==> src/sv/ifft_pkg.sv <==
// ----------------------------------------------------------------------------
// ifft_pkg
// shared types and constants of the ip fragment flow tracker
// ----------------------------------------------------------------------------
package ifft_pkg;

    localparam int TableDepthDefault = 128;
    localparam logic [39:0] ExpiryReset = 40'd30_000_000;

    localparam logic [1:0] ST_STORED    = 2'd0;
    localparam logic [1:0] ST_KEPT      = 2'd1;
    localparam logic [1:0] ST_FREED     = 2'd2;
    localparam logic [1:0] ST_REJECTED  = 2'd3;

    // one table entry as it travels along the chain
    typedef struct packed {
        logic        valid;
        logic [31:0] frag_id;
        logic        is_ipv6;
        logic [63:0] src_hi;
        logic [63:0] src_lo;
        logic [63:0] dst_hi;
        logic [63:0] dst_lo;
        logic [15:0] src_port;
        logic [15:0] dst_port;
        logic [63:0] time_us;
    } t_entry;

    typedef enum logic [1:0] {
        S_IDLE,
        S_SEARCH,
        S_PLACE,
        S_DONE
    } t_state;

endpackage

==> src/sv/ifft_cell.sv <==
// ----------------------------------------------------------------------------
// ifft_cell
// one table entry of the rotating chain
// ----------------------------------------------------------------------------
module ifft_cell (
    input  logic              i_clk,
    input  logic              i_rst_n,
    input  logic              i_shift,
    input  ifft_pkg::t_entry  i_entry,
    output ifft_pkg::t_entry  o_entry
);

    logic            r_valid;
    ifft_pkg::t_entry r_data;

    always_ff @(posedge i_clk) begin
        if (!i_rst_n) begin
            r_valid <= 1'b0;
        end else if (i_shift) begin
            r_valid <= i_entry.valid;
        end
    end

    // payload needs no reset
    always_ff @(posedge i_clk) begin
        if (i_shift) begin
            r_data <= i_entry;
        end
    end

    always_comb begin
        o_entry       = r_data;
        o_entry.valid = r_valid;
    end

endmodule

==> config.mk <==
export PLATFORM = sky130hd
export DESIGN_NAME = ifft_cell
export DESIGN_NICKNAME = d
export VERILOG_FILES = /design/src/sv/ifft_pkg.sv /design/src/sv/ifft_cell.sv
export SDC_FILE = /design/constraint.sdc
export NUM_CORES = 1
export LEC_CHECK = 0
export BUFFER_PORTS_ARGS = -buffer_cell sky130_fd_sc_hd__buf_2
export CORE_AREA = 2 2 299 301
export CTS_CLUSTER_DIAMETER = 80
export DETAILED_ROUTE_END_ITERATION = 10
export DIE_AREA = 0 0 301 303
export GPL_ROUTABILITY_DRIVEN = 1
export SLEW_MARGIN = 20
export SYNTH_ARGS = -nofsm -noshare
export SYNTH_HDL_FRONTEND = slang
export SYNTH_SLANG_ARGS = --single-unit
==> constraint.sdc <==
create_clock -name i_clk -period 0.8 [get_ports i_clk]
set_input_delay 0.08 -clock i_clk [delete_from_list [all_inputs] [get_ports i_clk]]
set_output_delay 0.08 -clock i_clk [all_outputs]
set_load 0.05 [all_outputs]
After elaboration in Yosys (flattened, before gate mapping)
Index checks and enable logic that the tools add are counted.
{"block": "op_classes", "n_eq_ne": 0, "shifts": 0, "add_sub_neg": 0, "n_bitwise": 0, "n_reduce_logical": 0, "mul": 0, "order_cmp": 0, "muxes": 0, "div": 0}
{"block": "word_totals", "mem_bits_rw": 0, "mem_bits_ro": 0, "word_cells": 10, "mem_count": 0, "ff_bits": 386, "latch_bits": 0, "output_inout_bits": 386}

Logic depth before layout (Yosys ltp)
{"block": "depth", "ltp_word": 0, "depth_mapped": 2, "ltp_nobuf": 2}

Least setup slack after synthesis
No wires, ideal clock.
{"block": "synth_path", "path_kind": "register to output", "startpoint": "register r_data, in the netlist o_entry[0]", "endpoint": "output port o_entry[0] in the netlist's numbering", "path_buffers": 0, "path_slack_ns": 0.119, "arrival_ns": 0.601, "stages_incl_launch_ff": 1, "required_time_ns": 0.720, "cell_sequence": "edfxtp_1"}
{"item": "from (decl)", "line_no": "ifft_cell.sv:14", "text": "ifft_pkg::t_entry r_data;"}
{"item": "from (signal assigned)", "line_no": "ifft_cell.sv:27", "text": "r_data <= i_entry;"}
{"item": "to (decl)", "line_no": "ifft_cell.sv:10", "text": "output ifft_pkg::t_entry o_entry"}
No word-level cell between the ends.

Worst setup path after layout
{"block": "layout_path", "startpoint": "register r_data, in the netlist o_entry[99]", "endpoint": "output port o_entry[99] in the netlist's numbering"}
No word-level cell between the ends.

==> impl_metrics.py <==
metrics = {
    "hold_path": {
        "hp-class": "input port to register",
        "holdCritStartpoint": "i_shift",
    },
    "outcome": {
        "outcome": "finished, violations left",
        "failed_checks": "setup timing",
    },
    "clock_network": {
        "clock_sinks": 386,
        "clockBufferDepth": 3,
        "cts_max_level": 2,
        "cts_buffers": 41,
        "root_buffer": "clkbuf_16",
        "clkTransAtPathRegs_ps": 60,
        "clock_latency_ps": 560,
        "tritoncts": "built",
    },
    "worst_setup_path": {
        "cp_top_family": "flip-flops",
        "setup.worst_path.start": "o_entry[99]",
        "cp_num_buf_inv": 1,
        "cp_data_arrival_time_ps": 1280,
        "crit_fanout": 1,
        "cpMaxStageDelayCell": "edfxtp_1",
        "cp-start-kind": "register",
        "crit_chain": "buf_6",
        "cpPeakStageDelay_ps": 490,
        "cp-end-kind": "output port",
        "r2r_start": "r_valid",
        "worstPathRequired_ps": 720,
        "worstSetupPathType": "register to output port",
        "rrSetupSlack_ps": 190,
    },
    "pwr": {
        "swShare_pct": 29.2,
        "p_switching_mw": 16.3,
        "powerDensity_nw_per_um2": 2220,
        "p_int_mw": 39.5,
        "seqPwrFrac_pct": 44.8,
        "clockPowerShare_pct": 32.6,
        "pwr-share-comb_pct": 22.6,
        "vdd_ir_drop_max_v": 0.00190,
        "leakagePower_nw": 10.2,
    },
    "place": {
        "io_buffers": 774,
        "gp_congestion": 0.841,
        "hpwl_um": 32600,
        "dp_cells": 2372,
    },
    "timing": {
        "final.period_utilization_pct": 170,
        "tns_ps": -159270,
        "hold_viol": 0,
        "grt_setup_unrepaired": "yes",
        "finalSetupViolCount": 389,
        "fmax_ghz": 0.735,
        "fin_skew_ps": 0,
        "slew_headroom_pct": 72.1,
        "worstMarginPinSlew_ps": 417,
        "fin_ws_ps": -561,
        "maxSlewViolCount": 0,
        "finalCriticalPeriod_ps": 1360,
    },
    "floorplanning": {
        "rows": 109,
        "core_area_um2": 88000,
        "fp.dieH_um": 303,
        "die_area_um2": 91200,
        "start_util_pct": 13.2,
        "ios": 775,
        "fp.dieW_um": 301,
    },
    "routing": {
        "ant_nets": 0,
        "wl_per_cell_um": 17.4,
        "via_per_inst": 3.22,
        "wl_um": 49400,
        "vias": 9134,
        "first_iter_violations": 440,
        "drc_errors": 0,
        "dr.pass1.iters": 4,
    },
    "logic_synthesis": {
        "ys_ff_latch": 386,
        "syn_nets": 778,
        "synth_cell_types": 5,
        "synth_top_area_cell": "edfxtp_1",
        "synth_cells": 389,
        "syn_area_per_cell_um2": 29.8,
        "synth_top_area_share_pct": 99.6,
        "yosysSeqAreaShare_pct": 99.8,
        "ys_warn_count": 0,
        "netlist_area_um2": 11600,
        "synthTopCellsByArea": "edfxtp_1 100%, dfxtp_1 0.17%, mux2i_1 0.086%",
    },
    "finish": {
        "fill_cells": 8553,
        "area_growth_pct": 116,
        "final_util_pct": 28.5,
        "final-instance-count-excl-fill": 2838,
        "fin_nets": 2030,
        "drive_above_1_share_pct": 52.5,
    },
    "global_route": {
        "grt-ovfl-total": 0,
        "grt_use_total_pct": 10.1,
        "grt_start_max_net_pins": 40,
        "grt_pass1_vias": 10000,
        "grt_antenna_before_repair": 20,
        "grt_pass1_wl_um": 65800,
    },
    "run": {
        "drv_cap": 0,
    },
}
logic make-up after synthesis:
kind of cell / after synthesis / synth area share, %
buf+inv: 1 / 0.0647
flops: 386 / 99.8
simple gates: 1 / 0.0539
mux: 1 / 0.0863
worst paths after layout:
path / end / depth (start not counted)
max: o_entry[99] / 1
min: o_entry[222] / 3
max reg2reg: r_valid / 2
min reg2reg: r_valid / 2
synth_stat cells (all sizes together):
| cell type | number |
|---|---|
| edfxtp | 385 |
| buf | 1 |
| dfxtp | 1 |
| mux2i | 1 |
| nor2b | 1 |
layout make-up:
cell class,instances,area (um2),area share [%]
timing repair buffer,1210,10800,42.9
sequential,386,11600,46.1
antenna,3,7.51,0.0299
clock buffer,55,1140,4.54
multi-input combinational,2,16.3,0.0648
tap,1165,1460,5.80
clock inverter,17,126,0.503
metal layers:
layer  vias to the layer above  routed length, um  share of wire (%)  global-route usage [%]
met2                       554              24800                 50                    17.4
met4                        16               1920                3.9                    4.92
met1                      4351              17800                 36                    10.7
met5                         -                 92               0.19                       0
met3                       108               4880                9.9                    4.07
li1                       4105                  -                  -                       -
placed cells by master, fill, tap and decap left out:
| cell | n |
|---|---|
| diode_2 | 3 |
| dlygate4sd3_1 | 390 |
| buf_2 | 387 |
| clkbuf_1 | 10 |
| dfxtp_2 | 1 |
| clkbuf_8 | 2 |
| buf_4 | 39 |
| buf_8 | 2 |
| clkbuf_16 | 43 |
| clkinv_4 | 3 |
| nor2b_1 | 1 |
| inv_6 | 2 |
| clkinv_1 | 6 |
| buf_12 | 23 |
| clkinv_2 | 3 |
| mux2i_1 | 1 |
| bufinv_16 | 1 |
| buf_6 | 368 |
| dlymetal6s2s_1 | 1 |
| edfxtp_1 | 385 |
| clkinvlp_4 | 2 |
flip-flops by register name, summed over array words and instances, names as in the netlist:
register	count
o_entry	385
r_valid	1
what timing repair did:
action / in CTS / in global routing
resized for setup: 740 / 2
setup buffers: 0 / 0
hold buffers: 390 / 2
endpoints found under the setup margin: 386 / 390
hold endpoints to repair: 391 / 2
power groups by stage:
stage,Sequential [mW],Combinational (mW),Clock (mW)
2_1_floorplan,30.5,0.0198,0
3_3_place_gp,24.9,9.15,0
3_5_place_dp,24.9,9.17,0
4_1_cts,24.9,12.5,18.8
5_1_grt,25.1,13.0,19.5
6_report,25.0,12.6,18.2
through the flow:
step	cell area [um2]	total power, mW	setup WS [ps]	hold WS (ps)
after floorplan	11600	30.5	119	179
final	25100	55.8	-561	75.7
after detailed placement	17600	34.1	-215	258
after global placement	17600	34.1	-209	257
after CTS	25100	56.3	-588	23.3
after global routing	25100	57.6	-602	56.9
worst min-delay path: stages:
cell and delay (ps):
buf_8 80, buf_12 180, buf_4 160
Power figures use the tool's default switching activity.
